$ cat src/rtl/core/bpbg_pkg.sv
`default_nettype none

package bpbg_pkg;

  // Widest counter/target index supported by default.
  localparam int unsigned MAX_INDEX_BITS_DEF = 10;

  localparam int unsigned CFG_ADDR_W = 4;
  localparam int unsigned CFG_DATA_W = 32;

  // Register map, word index into the configuration space.
  typedef enum logic [1:0] {
    REG_INDEX_BITS   = 2'd0,
    REG_HISTORY_BITS = 2'd1,
    REG_INDEX_MODE   = 2'd2,
    REG_UNUSED       = 2'd3
  } reg_idx_e;

  typedef enum logic {
    MODE_BIMODAL = 1'b0,
    MODE_GSELECT = 1'b1
  } index_mode_e;

  localparam logic [3:0] INDEX_BITS_RST   = 4'd10;
  localparam logic [3:0] HISTORY_BITS_RST = 4'd0;

  // Counter reset value: weakly not taken.
  localparam logic [1:0] CNT_RST = 2'b01;

  typedef enum logic [1:0] {
    ST_CLEAR  = 2'd0,
    ST_IDLE   = 2'd1,
    ST_UPDATE = 2'd2
  } state_e;

  typedef struct packed {
    logic [3:0]  index_bits;
    logic [3:0]  history_bits;
    index_mode_e index_mode;
  } cfg_t;

  typedef struct packed {
    logic clear_en;
    logic capture;
    logic commit;
  } cmd_t;

  typedef struct packed {
    logic clear_done;
  } status_t;

endpackage

`default_nettype wire

$ cat src/rtl/core/bpbg_cfg.sv
`default_nettype none

module bpbg_cfg
  import bpbg_pkg::*;
(
  input  wire logic                  clk_i,
  input  wire logic                  rst_ni,
  input  wire logic                  psel,
  input  wire logic                  penable,
  input  wire logic                  pwrite,
  input  wire logic [CFG_ADDR_W-1:0] paddr,
  input  wire logic [CFG_DATA_W-1:0] pwdata,
  output logic      [CFG_DATA_W-1:0] prdata,
  output logic                       pready,
  output cfg_t                       cfg_o
);

  cfg_t     cfg_q, cfg_d;
  reg_idx_e reg_idx;
  logic     wr_en;

  assign reg_idx = reg_idx_e'(paddr[3:2]);
  assign wr_en   = psel & penable & pwrite;
  assign pready  = 1'b1;

  always_comb begin
    cfg_d = cfg_q;
    if (wr_en) begin
      unique case (reg_idx)
        REG_INDEX_BITS:   cfg_d.index_bits   = pwdata[3:0];
        REG_HISTORY_BITS: cfg_d.history_bits = pwdata[3:0];
        REG_INDEX_MODE:   cfg_d.index_mode   = index_mode_e'(pwdata[0]);
        default:          cfg_d = cfg_q;
      endcase
    end
  end

  always_comb begin
    unique case (reg_idx)
      REG_INDEX_BITS:   prdata = {28'd0, cfg_q.index_bits};
      REG_HISTORY_BITS: prdata = {28'd0, cfg_q.history_bits};
      REG_INDEX_MODE:   prdata = {31'd0, cfg_q.index_mode};
      default:          prdata = '0;
    endcase
  end

  always_ff @(posedge clk_i or negedge rst_ni) begin
    if (!rst_ni) begin
      cfg_q.index_bits   <= INDEX_BITS_RST;
      cfg_q.history_bits <= HISTORY_BITS_RST;
      cfg_q.index_mode   <= MODE_BIMODAL;
    end else begin
      cfg_q <= cfg_d;
    end
  end

  assign cfg_o = cfg_q;

endmodule

`default_nettype wire

$ cat config.mk
export PLATFORM = sky130hd
export DESIGN_NAME = bpbg_cfg
export DESIGN_NICKNAME = d
export VERILOG_FILES = /design/src/rtl/core/bpbg_pkg.sv /design/src/rtl/core/bpbg_cfg.sv
export SDC_FILE = /design/constraint.sdc
export NUM_CORES = 1
export LEC_CHECK = 0
export BUFFER_PORTS_ARGS = -buffer_cell sky130_fd_sc_hd__clkbuf_2
export CORE_MARGIN = 3
export CORE_UTILIZATION = 31
export DETAILED_ROUTE_END_ITERATION = 7
export PLACE_DENSITY = 0.78
export SLEW_MARGIN = 15
export SYNTH_ARGS = -nofsm -noshare
export SYNTH_HDL_FRONTEND = slang
export SYNTH_SLANG_ARGS = --single-unit
$ cat constraint.sdc
create_clock -name clk_i -period 1 [get_ports clk_i]
set_clock_uncertainty 0.2 [all_clocks]
set_input_delay 0.1 -clock clk_i [delete_from_list [all_inputs] [get_ports clk_i]]
set_output_delay 0.1 -clock clk_i [all_outputs]
set_load 0.1 [all_outputs]
==> results.yml, run 1 <==
status:
  status: "complete, but fails checks"
  violations: "negative hold slack, negative setup slack"
sta:
  finalSetupViolCount: 22
  min_period_over_period: 1.55
  fin_ws_ns: -0.549
  hold-worst-slack_ns: -0.109
  maxSlewViolCount: 0
  rsz0062_at_grt: "yes"
  hold_violations: 9
  min_period_ns: 1.55
  max_freq_ghz: 0.645
  setup_tns_ns: -6.37
die:
  die_w_um: 52.1
  core_mm2: 0.00198
  ioPinCount: 83
  die_area_mm2: 0.00271
  die_y_um: 52.1
  rows: 16
  start_util: 0.332
synthesis:
  netlist.area_leader.share: 0.331
  yosysWarningCount: 0
  synth_cell_types: 14
  yosysTopAreaCell: "buf_4"
  synth-edff-count: 0
  yosys.area_share.adder: 0
  synth_seq_cells: 9
  yosysMostFrequentCell: "buf_4"
  yosys.area_share.simple: 0.0722
  async_flop_share: 1.00
  synth_common_cells: "buf_4 (29), mux2_2 (9), dfrtp_1 (7), mux2i_1 (4), nor2_1 (3)"
  yosysSeqAreaShare: 0.346
  synth_compound_area_frac: 0.00760
  synthTopCellsByArea: "buf_4 (33%), dfrtp_1 (27%), mux2_2 (15%), dfstp_2 (8.0%), mux2i_1 (6.1%)"
  synth_flop_cell: "dfrtp_1"
  synthCells: 63
  avgSynthCellArea_um2: 10.4
  synth_top_family_by_area: "buffers and inverters"
  netlist_area_um2: 658
  synth.area.mux_share: 0.215
  synth_xor_area_frac: 0
cts:
  cts.clk_slew.worst_paths_ns: 0.06
  clock_latency_ns: 0.26
  cts_tree: "done"
  htreeDepth: 1
  cts_buffers: 3
  clockBufferDepth: 2
  clock_sinks: 9
  cts-root-buf: "clkbuf_4"
  cts_hold_buf: 1
critical_path:
  r2r_setup_slack_ns: -0.18
  slowest_stage: "dfstp_4"
  worstPathBufferInverterCount: 1
  timing.rr.end: "cfg_o[5]"
  endpoint_kind: "output port"
  required_ns: 0.70
  r2r_cells: 2
  critPathMaxFanout: 2
  worstSetupPathType: "flop to output port"
  rr_startpoint: "cfg_o[5]"
  crit_path_start_kind: "flop"
  max_stage_delay_ns: 0.63
  critPathTopFamily: "flip-flops"
  crit_chain: "mux2i_4, nor2_4, buf_12"
  arrival_ns: 1.25
detailed_routing:
  drc: 0
  wl_um: 1480
  wire_per_inst_um: 11.2
  drt-initial-drc-count: 8
  ant_nets: 0
  num_vias: 520
  drtPass1Iterations: 2
  vias_per_cell: 3.94
placement:
  portBuffers: 23
  place.gp.congestion: 0.729
  dp.cells: 127
  dpl.hpwl_um: 1150
final_layout:
  num_antenna_cells: 0
  layout-drive-gt1-share: 0.686
  area_growth_pct: 88.6
  n_fill_cell: 140
  finalNonFillerCells: 132
  fin_nets: 147
  largest_register_ffs: 9
grt:
  grt-ovfl-total: 0
  grt_usage: 0.118
  antenna_found_initial: 0
  grt_pass1_vias: 492
  grt_pass1_wl_um: 2310
  grt_max_degree: 10
hold_path:
  hold_path_end: "cfg_o[2]"
  hold_class: "input port to flop"
  whs_path_depth: 2
  min_from: "pwdata[1]"
job:
  drv_cap: 0
power:
  leakage_uw: 0.000572
  max-vdd-ir-drop_mv: 2.06
  power_density_mw_per_mm2: 2640
## routing by layer
layer,vias to the layer above,track usage,wire length [um]
met4,0,0.0655,36
met2,38,0.209,801
li1,235,-,-
met3,4,0.0315,154
met5,-,0,0
met1,243,0.125,492
## through the flow
| stage | total power [uW] | setup WS (ns) | instance area [um2] | hold WS (ns) | util |
|---|---|---|---|---|---|
| 2_1_floorplan | 2220 | -0.705 | 873 | -0.396 | - |
| 3_3_place_gp | 2860 | -0.339 | 1110 | -0.236 | 0.561 |
| 3_5_place_dp | 2880 | -0.373 | 1110 | -0.232 | 0.561 |
| 4_1_cts | 3270 | -0.562 | 1210 | -0.122 | 0.609 |
| 5_1_grt | 3390 | -0.585 | 1240 | -0.115 | 0.626 |
| 6_report | 3270 | -0.549 | 1240 | -0.109 | 0.626 |
## worst reg2reg max path: stages, from the launching register on
cell     delay, ns
dfrtp_4       0.49
buf_6         0.13
mux2_2        0.25
## power by group
group	internal, uW	switching [uW]	total [uW]
Clock	154	129	282
Sequential	520	114	634
Combinational	798	1560	2360
## how the worst max path moves through the flow
stage                     slack, ns  depth (start not counted)         to  startpoint
after detailed placement      -0.37                          4   cfg_o[4]      pwrite
after global placement        -0.34                          4   cfg_o[1]      pwrite
after CTS                     -0.56                          3  prdata[3]    cfg_o[8]
after global routing          -0.59                          3  prdata[1]    cfg_o[6]
after floorplan               -0.71                          2  prdata[1]    cfg_o[6]
final                         -0.55                          3  prdata[3]    cfg_o[8]
## cell families after synthesis
group	count (synthesis)
buffers and inverters	30
other	2
flip-flops	9
AND/OR/NAND/NOR	8
AO/OA/AOI/OAI	1
multiplexers	13
## what timing repair did
action / CTS / global route
gates resized for setup: 14 / 13
endpoints found under the hold margin: 18 / 9
pin swaps: 5 / 3
setup endpoints to repair: 22 / 22
buffers inserted: 0 / 2
## cells in the final DEF (no fill, tap or decap), drive strengths merged
cell and count:
clkbuf 10, buf 34, mux2 9, nand3b 1, dfrtp 7, mux2i 4, nand3 1, o21ai 1
nor3 1, dlygate4sd3 1, nor2 3, conb 29, or3b 1, dfstp 2, nor3b 1
## layout make-up
| cell class | instances | area [um2] | share of cell area |
|---|---|---|---|
| timing repair buffer | 41 | 497 | 0.400 |
| sequential | 9 | 262 | 0.211 |
| clock buffer | 4 | 26.3 | 0.0212 |
| multi-input combinational | 51 | 423 | 0.341 |
| tap | 27 | 33.8 | 0.0272 |
No activity file was read; power rests on OpenSTA's default activity.
==> run 2: changes to the inputs <==
Settings changed: REMOVE_ABC_BUFFERS set to 1.
==> run 2 against run 1 <==
Compared with the run above:
- the run still ends with negative hold slack, negative setup slack left
- clock power is 2% lower
- core utilization is 3.7 points lower
- sequential power is 16% lower
- cell area is 5.8% lower
- die area stayed put
- first-iteration DRC count is 50% lower
- register-to-register slack worse by 0.05 ns
- total power is 2.3% lower
- critical path type unchanged
- largest cell class unchanged
- highest routed layer unchanged
==> results.yml, run 2 (synthesis gave the netlist of run 1 again) <==
die:
  die_w_um: 52.1
  start_util: 0.332
  ioPinCount: 83
  rows: 16
  die_area_mm2: 0.00271
  core_mm2: 0.00198
  die_y_um: 52.1
sta:
  rsz0062_at_grt: "yes"
  hold_violations: 9
  min_period_ns: 1.56
  max_freq_ghz: 0.642
  hold-worst-slack_ns: -0.103
  min_period_over_period: 1.56
  finalSetupViolCount: 21
  maxSlewViolCount: 0
  fin_ws_ns: -0.557
final_layout:
  largest_register_ffs: 9
  area_growth_pct: 77.6
  n_fill_cell: 168
  layout_common_cells: "conb_1 (29), buf_6 (14), buf_12 (13)"
  multi_input_area_um2: 358
  finalNonFillerCells: 134
  layout-drive-gt1-share: 0.579
  regArea_um2: 228
  fin_nets: 149
  post-route-util: 0.590
  num_antenna_cells: 0
  layout_commonest_cell: "conb_1"
cts:
  cts.clk_slew.worst_paths_ns: 0.06
  cts_buffers: 3
  cts_tree: "done"
  cts-root-buf: "clkbuf_4"
  cts_hold_buf: 1
  clock_sinks: 9
  clockBufferDepth: 2
  clock_latency_ns: 0.26
  htreeDepth: 1
power:
  max-vdd-ir-drop_mv: 1.36
  seq_power_share: 0.167
  leakage_uw: 0.000599
  comb_power_share: 0.746
  swShare: 0.555
  p_int_uw: 1420
  power_density_mw_per_mm2: 2740
  p_clk_frac: 0.087
  power_switching_uw: 1780
critical_path:
  arrival_ns: 1.26
  crit_chain: "mux2i_1, nor2_1, buf_12"
  crit_path_start_kind: "flop"
  slowest_stage: "dfstp_2"
  critPathMaxFanout: 2
  max_stage_delay_ns: 0.54
  required_ns: 0.70
  worstSetupPathType: "flop to output port"
  endpoint_kind: "output port"
  critPathTopFamily: "flip-flops"
  worstPathBufferInverterCount: 1
detailed_routing:
  num_vias: 540
  wire_per_inst_um: 12.9
  drt-initial-drc-count: 4
  drc: 0
  vias_per_cell: 4.03
  drtPass1Iterations: 4
  wl_um: 1730
  ant_nets: 0
placement:
  dpl.hpwl_um: 1250
  portBuffers: 23
  place.gp.congestion: 0.743
  dp.cells: 125
grt:
  grt_pass1_wl_um: 2240
  grt-ovfl-total: 0
  grt_pass1_vias: 465
  antenna_found_initial: 0
  grt_usage: 0.116
  grt_max_degree: 10
job:
  drv_cap: 0
status:
  violations: "negative hold slack, negative setup slack"
  status: "complete, but fails checks"
hold_path:
  hold_class: "input port to flop"
[run 2: path summary, 6_finish.rpt]
path,from,endpoint,slack [ns],depth (start not counted)
max,cfg_o[6],prdata[1],-0.56,3
min,pwdata[2],cfg_o[7],-0.10,2
max reg2reg,cfg_o[2],cfg_o[2],-0.23,3
min reg2reg,cfg_o[7],cfg_o[7],0.35,1
max in group asynchronous,rst_ni,cfg_o[8],0.30,2
min in group asynchronous,rst_ni,cfg_o[2],0.04,2
[run 2: what timing repair did]
action                                 CTS  global route
setup endpoints to repair               22            22
setup buffers                            6             7
resized for setup                        7            26
endpoints found under the hold margin   18             9
pin swaps                                0             5
gates cloned                             0             0
[run 2: worst register-to-register path, stage by stage (launching register included)]
cell and delay (ns):
dfrtp_1 0.40, buf_4 0.15, buf_6 0.10, mux2_4 0.25
[run 2: per-layer routing]
metal / vias up / GRT usage / wire length [um]
met5: - / 0 / 0
met4: 0 / 0.0393 / 32
met3: 4 / 0.0315 / 199
met2: 49 / 0.205 / 862
met1: 251 / 0.133 / 637
li1: 236 / - / -
[run 2: layout make-up]
cell class	count	share of cell area
Clock buffer	4	0.0225
Multi-Input combinational cell	51	0.306
Sequential cell	9	0.195
Tap cell	27	0.0289
Timing Repair Buffer	43	0.448
[run 2: through the flow]
| step | instance area [um2] | setup WS, ns | hold slack, ns | total power (uW) | TNS, ns |
|---|---|---|---|---|---|
| 6_report | 1170 | -0.557 | -0.103 | 3200 | -5.43 |
| 5_1_grt | 1170 | -0.605 | -0.117 | 3310 | -6.10 |
| 4_1_cts | 1070 | -0.558 | -0.119 | 3060 | -5.24 |
| 3_5_place_dp | 987 | -0.371 | -0.229 | 2710 | -4.19 |
| 3_3_place_gp | 987 | -0.327 | -0.241 | 2680 | -3.84 |
| 2_1_floorplan | 531 | -2.51 | -0.396 | 1940 | -13.21 |
[run 2: power groups by stage]
| stage | Clock, uW | Combinational (uW) | Sequential [uW] |
|---|---|---|---|
| floorplan | 0 | 786 | 1160 |
| CTS | 291 | 2250 | 521 |
| global route | 317 | 2450 | 544 |
| finish | 277 | 2390 | 535 |
| global placement | 0 | 2160 | 518 |
| detailed placement | 0 | 2180 | 527 |
