<file path="src/rtl/core/bpbg_pkg.sv">
`default_nettype none

package bpbg_pkg;

  // Widest counter/target index supported by default.
  localparam int unsigned MAX_INDEX_BITS_DEF = 10;

  localparam int unsigned CFG_ADDR_W = 4;
  localparam int unsigned CFG_DATA_W = 32;

  // Register map, word index into the configuration space.
  typedef enum logic [1:0] {
    REG_INDEX_BITS   = 2'd0,
    REG_HISTORY_BITS = 2'd1,
    REG_INDEX_MODE   = 2'd2,
    REG_UNUSED       = 2'd3
  } reg_idx_e;

  typedef enum logic {
    MODE_BIMODAL = 1'b0,
    MODE_GSELECT = 1'b1
  } index_mode_e;

  localparam logic [3:0] INDEX_BITS_RST   = 4'd10;
  localparam logic [3:0] HISTORY_BITS_RST = 4'd0;

  // Counter reset value: weakly not taken.
  localparam logic [1:0] CNT_RST = 2'b01;

  typedef enum logic [1:0] {
    ST_CLEAR  = 2'd0,
    ST_IDLE   = 2'd1,
    ST_UPDATE = 2'd2
  } state_e;

  typedef struct packed {
    logic [3:0]  index_bits;
    logic [3:0]  history_bits;
    index_mode_e index_mode;
  } cfg_t;

  typedef struct packed {
    logic clear_en;
    logic capture;
    logic commit;
  } cmd_t;

  typedef struct packed {
    logic clear_done;
  } status_t;

endpackage

`default_nettype wire

</file>
<file path="src/rtl/core/bpbg_ctrl.sv">
`default_nettype none

module bpbg_ctrl
  import bpbg_pkg::*;
(
  input  wire logic    clk_i,
  input  wire logic    rst_ni,
  input  wire logic    in_valid_i,
  output logic         in_ready_o,
  output logic         out_valid_o,
  input  wire logic    out_ready_i,
  input  status_t      status_i,
  output cmd_t         cmd_o
);

  state_e state_q, state_d;
  logic   out_valid_q, out_valid_d;
  logic   out_free;

  // Output slot can take a new result when empty or being drained now.
  assign out_free = ~out_valid_q | out_ready_i;

  always_comb begin
    state_d = state_q;
    unique case (state_q)
      ST_CLEAR:  if (status_i.clear_done) state_d = ST_IDLE;
      ST_IDLE:   if (in_valid_i) state_d = ST_UPDATE;
      ST_UPDATE: if (out_free) state_d = ST_IDLE;
      default:   state_d = ST_CLEAR;
    endcase
  end

  always_comb begin
    cmd_o      = '0;
    in_ready_o = 1'b0;
    unique case (state_q)
      ST_CLEAR: begin
        cmd_o.clear_en = 1'b1;
      end
      ST_IDLE: begin
        in_ready_o    = 1'b1;
        cmd_o.capture = in_valid_i;
      end
      ST_UPDATE: begin
        cmd_o.commit = out_free;
      end
      default: begin
        cmd_o = '0;
      end
    endcase
  end

  assign out_valid_d = cmd_o.commit | (out_valid_q & ~out_ready_i);

  always_ff @(posedge clk_i or negedge rst_ni) begin
    if (!rst_ni) begin
      state_q     <= ST_CLEAR;
      out_valid_q <= 1'b0;
    end else begin
      state_q     <= state_d;
      out_valid_q <= out_valid_d;
    end
  end

  assign out_valid_o = out_valid_q;

endmodule

`default_nettype wire

</file>
<file path="config.mk">
export PLATFORM = sky130hd
export DESIGN_NAME = bpbg_ctrl
export DESIGN_NICKNAME = d
export VERILOG_FILES = /design/src/rtl/core/bpbg_pkg.sv /design/src/rtl/core/bpbg_ctrl.sv
export SDC_FILE = /design/constraint.sdc
export NUM_CORES = 1
export LEC_CHECK = 0
export ABC_CLOCK_PERIOD_IN_PS = 2540
export BUFFER_PORTS_ARGS = -buffer_cell sky130_fd_sc_hd__buf_4
export CAP_MARGIN = 20
export CORE_AREA = 2 2 39 41
export DETAILED_ROUTE_END_ITERATION = 10
export DIE_AREA = 0 0 41 43
export GPL_TIMING_DRIVEN = 0
export SKIP_LAST_GASP = 1
export SYNTH_ARGS = -nofsm -noshare
export SYNTH_HDL_FRONTEND = slang
export SYNTH_SLANG_ARGS = --single-unit
</file>
<file path="constraint.sdc">
create_clock -name clk_i -period 2.54 [get_ports clk_i]
set_input_delay 0 -clock clk_i [delete_from_list [all_inputs] [get_ports clk_i]]
set_output_delay 0 -clock clk_i [all_outputs]
set_load 0.01 [all_outputs]
</file>
==> flow_summary.yaml, run 1 <==
grt:
  grt_max_degree: 8
  antenna_found_initial: 0
  overflow: 0
  grt_pass1_vias: 154
  grt_pass1_wl_um: 517
  grt_usage_pct: 5.13
synth:
  synth_area_sq_um: 153
  yosysUniqueCellTypes: 11
  yosysSeqAreaShare_pct: 49.2
  ys_ff_latch: 3
  yosysWarnings: 0
  syn_area_per_cell_sq_um: 9.54
  synth_nets: 21
  synthCells: 16
drt:
  first_pass_iters: 2
  maxUsedRoutingLayer: "met3"
  routed_wl_um: 364
  routed-wl-met2_um: 189
  num_vias: 168
  antenna_left: 0
  drt_iter0_markers: 2
  wl_met3_um: 36
  drcViolationCount: 0
  avgViaCountPerCell: 3.50
  m1WireLength_um: 139
  wire_per_inst_um: 7.58
critical_path:
  worstPathMaxFanout: 5
  worstSetupEndpointType: "output port"
  setup.worst_path.class: "reg2out"
  startpoint_type: "flip-flop"
  required_ps: 2540
  crit_arrival_ps: 1050
sta:
  fin_crit_sh_pct: 41.2
  clock_skew_ps: 0.666
  fin_crit_ps: 1050
  setup_viol: 0
  slew_violations: 0
  rsz0062_at_grt: "false"
  worst_pin_slew_ps: 221
  relSlewSlack_pct: 85.2
  fmax_mhz: 955
  hold_viol: 0
  tns_ps: 0
finish:
  fin_util_pct: 21.4
  regArea_sq_um: 75.1
  multi_input_area_sq_um: 66.3
  synthToLayoutAreaGrowth_pct: 94.3
  layout_common_cells: "9 x buf_4, 3 x inv_1, 3 x clkbuf_4, 3 x dlygate4sd3_1, 3 x dfrtp_1"
  layout_commonest_cell: "buf_4"
  drive_above_1_share_pct: 40.6
  antennaDiodeCount: 0
  stdcell_count: 48
  layout.nets: 38
  fillers: 154
die:
  fp.coreArea_sq_um: 1380
  die_w_um: 41
  floorplan.initialDensity_pct: 11.0
  core.rowCount: 14
  ios: 10
  die_area_sq_um: 1760
  fp.dieH_um: 43
clock_network:
  cts_max_level: 1
  clock_sinks: 3
  cts_setup_buffers: 0
  cts.reportedPaths.clkPinSlew_ps: 40
  cts_tree: "yes"
  cts-buffers-inserted: 3
  clockBufferDepth: 2
  clock_latency_ps: 230
  ctsRootBufferMaster: "clkbuf_4"
power_and_ir_drop:
  p_leak_uw: 0.000159
  swShare_pct: 33.9
  powerDensity_nw_per_um2: 1040
  p_int_uw: 205
  vdd_ir_drop_max_v: 0.000199
  p_clk_share_pct: 26.8
  p_sw_uw: 105
  p_comb_share_pct: 43.4
  seq_power_share_pct: 29.8
flow_run:
  cap_violations: 0
placement:
  dpl.cell_count: 41
  place_congestion: 0.621
  port_buffers: 9
hold_path:
  holdCritPathClass: "in2reg"
status:
  status: "completed"
[critical path: stages, from the launching register on]
cell,delay (ps)
dfrtp_1,400
nand2b_1,170
a21oi_1,120
buf_4,130
[metrics by stage]
stage                     area (sq um)  hold WS [ps]  setup WS [ps]  power, uW
after floorplan                    153          -296           1640        156
after global placement             240          -210           1590        226
after detailed placement           240          -207           1590        227
after CTS                          297          56.5           1480        318
after global routing               297          86.6           1420        335
final                              297          58.0           1490        309
[synth_stat cells]
cell type	n	area share [%]
a21o_1	1	4.9
a21oi_1	1	3.3
and3b_1	1	5.7
and3b_2	1	6.6
dfrtp_1	3	49
inv_1	3	7.4
nand2b_1	1	4.1
nor2_1	2	4.9
o21ai_0	1	3.3
o21bai_1	1	4.9
o32ai_1	1	5.7
[per-layer routing]
layer | vias up | global-route usage (%)
li1 | 89 | -
met1 | 74 | 4.21
met2 | 5 | 6.25
met5 | - | 0
met3 | 0 | 3.14
met4 | 0 | 8.00
[layout make-up]
type	count	area share, %
tap	16	6.75
multi-input combinational	10	22.4
inverter	3	3.80
clock buffer	4	8.86
timing repair buffer	12	32.9
sequential	3	25.3
[final timing paths]
path	startpoint	slack (ps)	end	cells after the start
hold reg to reg	out_valid_o$_DFF_PN0_	580	out_valid_o$_DFF_PN0_	2
setup reg to reg	state_q[1]$_DFFE_PN0P_	1590	state_q[1]$_DFFE_PN0P_	2
min in group asynchronous	rst_ni	90	out_valid_o$_DFF_PN0_	2
max in group asynchronous	rst_ni	2360	state_q[0]$_DFFE_PN0P_	2
hold / removal	status_i	60	state_q[0]$_DFFE_PN0P_	3
setup / recovery	state_q[0]$_DFFE_PN0P_	1490	cmd_o[0]	3
[power by group through the flow]
| stage | clock network [uW] | registers, uW | logic [uW] |
|---|---|---|---|
| after floorplan | 0 | 92.2 | 63.7 |
| after global placement | 0 | 92.9 | 133 |
| after detailed placement | 0 | 92.6 | 134 |
| after CTS | 87.8 | 92.1 | 138 |
| after global routing | 91.3 | 96.5 | 147 |
| final | 82.8 | 92.4 | 134 |
[kinds of logic after synthesis]
family                 synth area share [%]
flip-flops                             49.2
AO/OA/AOI/OAI                          22.1
AND/OR/NAND/NOR                        21.3
buffers and inverters                  7.38
[state kept, by name, indices dropped and copies added, names as in the netlist]
signal / cells
out_valid_o: 1
state_q: 2
[timing repair]
item                                   in CTS  in global routing
resized for setup                           0                  0
endpoints found under the hold margin       5                  0
hold buffers                                3                  0
Note: power is estimated with default switching activity, not from simulation.
==> inputs of run 2 (changes only) <==
--- a/config.mk
+++ b/config.mk
@@ -5,7 +5,7 @@
 export SDC_FILE = /design/constraint.sdc
 export NUM_CORES = 1
 export LEC_CHECK = 0
-export ABC_CLOCK_PERIOD_IN_PS = 2540
+export ABC_CLOCK_PERIOD_IN_PS = 870
 export BUFFER_PORTS_ARGS = -buffer_cell sky130_fd_sc_hd__buf_4
 export CAP_MARGIN = 20
 export CORE_AREA = 2 2 39 41
==> constraint.sdc (replaced) <==
create_clock -name clk_i -period 0.87 [get_ports clk_i]
set_input_delay 0 -clock clk_i [delete_from_list [all_inputs] [get_ports clk_i]]
set_output_delay 0 -clock clk_i [all_outputs]
set_load 0.01 [all_outputs]
==> run 2 against run 1 <==
Against the previous run: the run now ends with negative setup slack left; clock power rose to 2.9 times the previous value; final cell count is 4.2% higher; worst hold slack better by 20 ps; clock skew rose by 1.7 ps; clock-buffer cell count did not move; worst setup slack worse by 1600 ps; utilization is 3.1 points higher; die area stayed put; via count grew 7.7%; wire length rose by 16%.
==> flow_summary.yaml, run 2 (synthesis results as in run 1) <==
finish:
  drive_above_1_share_pct: 64.7
  layout_common_cells: "10 x buf_4, 3 x clkbuf_4, 3 x dlygate4sd3_1"
  antennaDiodeCount: 0
  largest_register: "state_q"
  largest_reg_flops: 2
  layout.nets: 40
  synthToLayoutAreaGrowth_pct: 122
  fillers: 165
  layout_commonest_cell: "buf_4"
flow_run:
  cap_violations: 0
drt:
  wire_per_inst_um: 8.46
  num_vias: 181
  drcViolationCount: 0
  antenna_left: 0
  drt_iter0_markers: 1
  first_pass_iters: 2
  routed_wl_um: 423
  avgViaCountPerCell: 3.62
status:
  violations: "negative setup slack"
  status: "finished with violations"
sta:
  setup_viol: 6
  slew_violations: 0
  rsz0062_at_grt: "true"
  worst_pin_slew_ps: 200
  hold_viol: 0
  fin_crit_sh_pct: 118
  fin_crit_ps: 1020
  relSlewSlack_pct: 86.7
  fin_ws_ps: -154
  fmax_mhz: 977
  clock_skew_ps: 2.41
  holdWs_ps: 78.3
die:
  die_w_um: 41
  ios: 10
  die_area_sq_um: 1760
  fp.coreArea_sq_um: 1380
  floorplan.initialDensity_pct: 11.0
  core.rowCount: 14
  fp.dieH_um: 43
clock_network:
  clock_sinks: 3
  clockBufferDepth: 2
  cts_tree: "yes"
  ctsRootBufferMaster: "clkbuf_4"
  cts-buffers-inserted: 3
  clock_latency_ps: 230
  cts.reportedPaths.clkPinSlew_ps: 40
  cts_max_level: 1
critical_path:
  crit_arrival_ps: 1020
  required_ps: 870
  setup.worst_path.class: "reg2out"
  worstPathMaxFanout: 5
  startpoint_type: "flip-flop"
  worstSetupEndpointType: "output port"
power_and_ir_drop:
  p_leak_uw: 0.000175
  design_power_total_uw: 1060
  powerDensity_nw_per_um2: 3120
  p_sw_uw: 358
  p_int_uw: 701
  p_comb_share_pct: 51.3
  p_clk_share_pct: 22.6
  swShare_pct: 33.8
  vdd_ir_drop_max_v: 0.000725
  seq_power_share_pct: 26.1
grt:
  grt_max_degree: 6
  antenna_found_initial: 0
  grt_usage_pct: 5.95
  grt_pass1_vias: 169
  grt_pass1_wl_um: 621
  overflow: 0
placement:
  port_buffers: 9
  place_congestion: 0.569
  hpwl_um: 274
hold_path:
  holdCritPathClass: "in2reg"
-- run 2: power groups by stage --
stage | Combinational, uW | Clock (uW) | Sequential [uW]
after floorplan | 185 | 0 | 269
after global placement | 384 | 0 | 272
after detailed placement | 385 | 0 | 272
after CTS | 528 | 256 | 275
after global routing | 592 | 270 | 287
final | 544 | 239 | 277
-- run 2: worst max-delay path, cell delays in order, from the launching register on --
cell and delay [ps]:
dfrtp_2 430, and3b_2 270, buf_6 100
-- run 2: through the flow --
| stage | cell area, sq um | util [%] | setup slack [ps] | setup TNS [ps] | std cells |
|---|---|---|---|---|---|
| 5_1_grt | 339 | 24.5 | -193 | -854 | 50 |
| 2_1_floorplan | 153 | - | -25.1 | -25.1 | 16 |
| 3_3_place_gp | 240 | 17.4 | -43.3 | -52.9 | 41 |
| 6_report | 339 | 24.5 | -154 | -592 | 50 |
| 3_5_place_dp | 240 | 17.4 | -44.2 | -47.6 | 41 |
| 4_1_cts | 327 | 23.6 | -163 | -579 | 49 |
-- run 2: worst paths after layout --
check	startpoint	to	slack [ps]	depth (start not counted)
max	state_q[1]$_DFFE_PN0P_	cmd_o[1]	-150	2
min	status_i	state_q[0]$_DFFE_PN0P_	80	3
max reg2reg	state_q[1]$_DFFE_PN0P_	state_q[0]$_DFFE_PN0P_	-110	3
min reg2reg	state_q[1]$_DFFE_PN0P_	out_valid_o$_DFF_PN0_	570	2
max in group asynchronous	rst_ni	state_q[1]$_DFFE_PN0P_	670	2
min in group asynchronous	rst_ni	state_q[0]$_DFFE_PN0P_	90	2
-- run 2: layer usage --
metal | track usage (%) | wire (um) | up-vias | share of wire [%]
met3 | 4.71 | 35 | 0 | 8.3
li1 | - | - | 90 | -
met1 | 5.21 | 146 | 85 | 35
met5 | 0 | 0 | - | 0
met2 | 7.81 | 240 | 6 | 57
met4 | 6.00 | 0 | 0 | 0
-- run 2: area by class of cell --
cell class,count,area [sq um],share of cell area [%]
clock buffers,4,26.3,7.75
inverters,3,11.3,3.32
multi-input cells,10,88.8,26.2
flip-flops and latches,3,76.3,22.5
well taps,16,20.0,5.90
repair buffers,14,116,34.3
-- run 2: repair_timing --
item	CTS	global route
cloned	0	0
hold buffers	2	1
gates resized for setup	7	1
pin swaps	1	1
buffers inserted	2	0
endpoints found under the setup margin	6	6
hold endpoints to repair	5	1
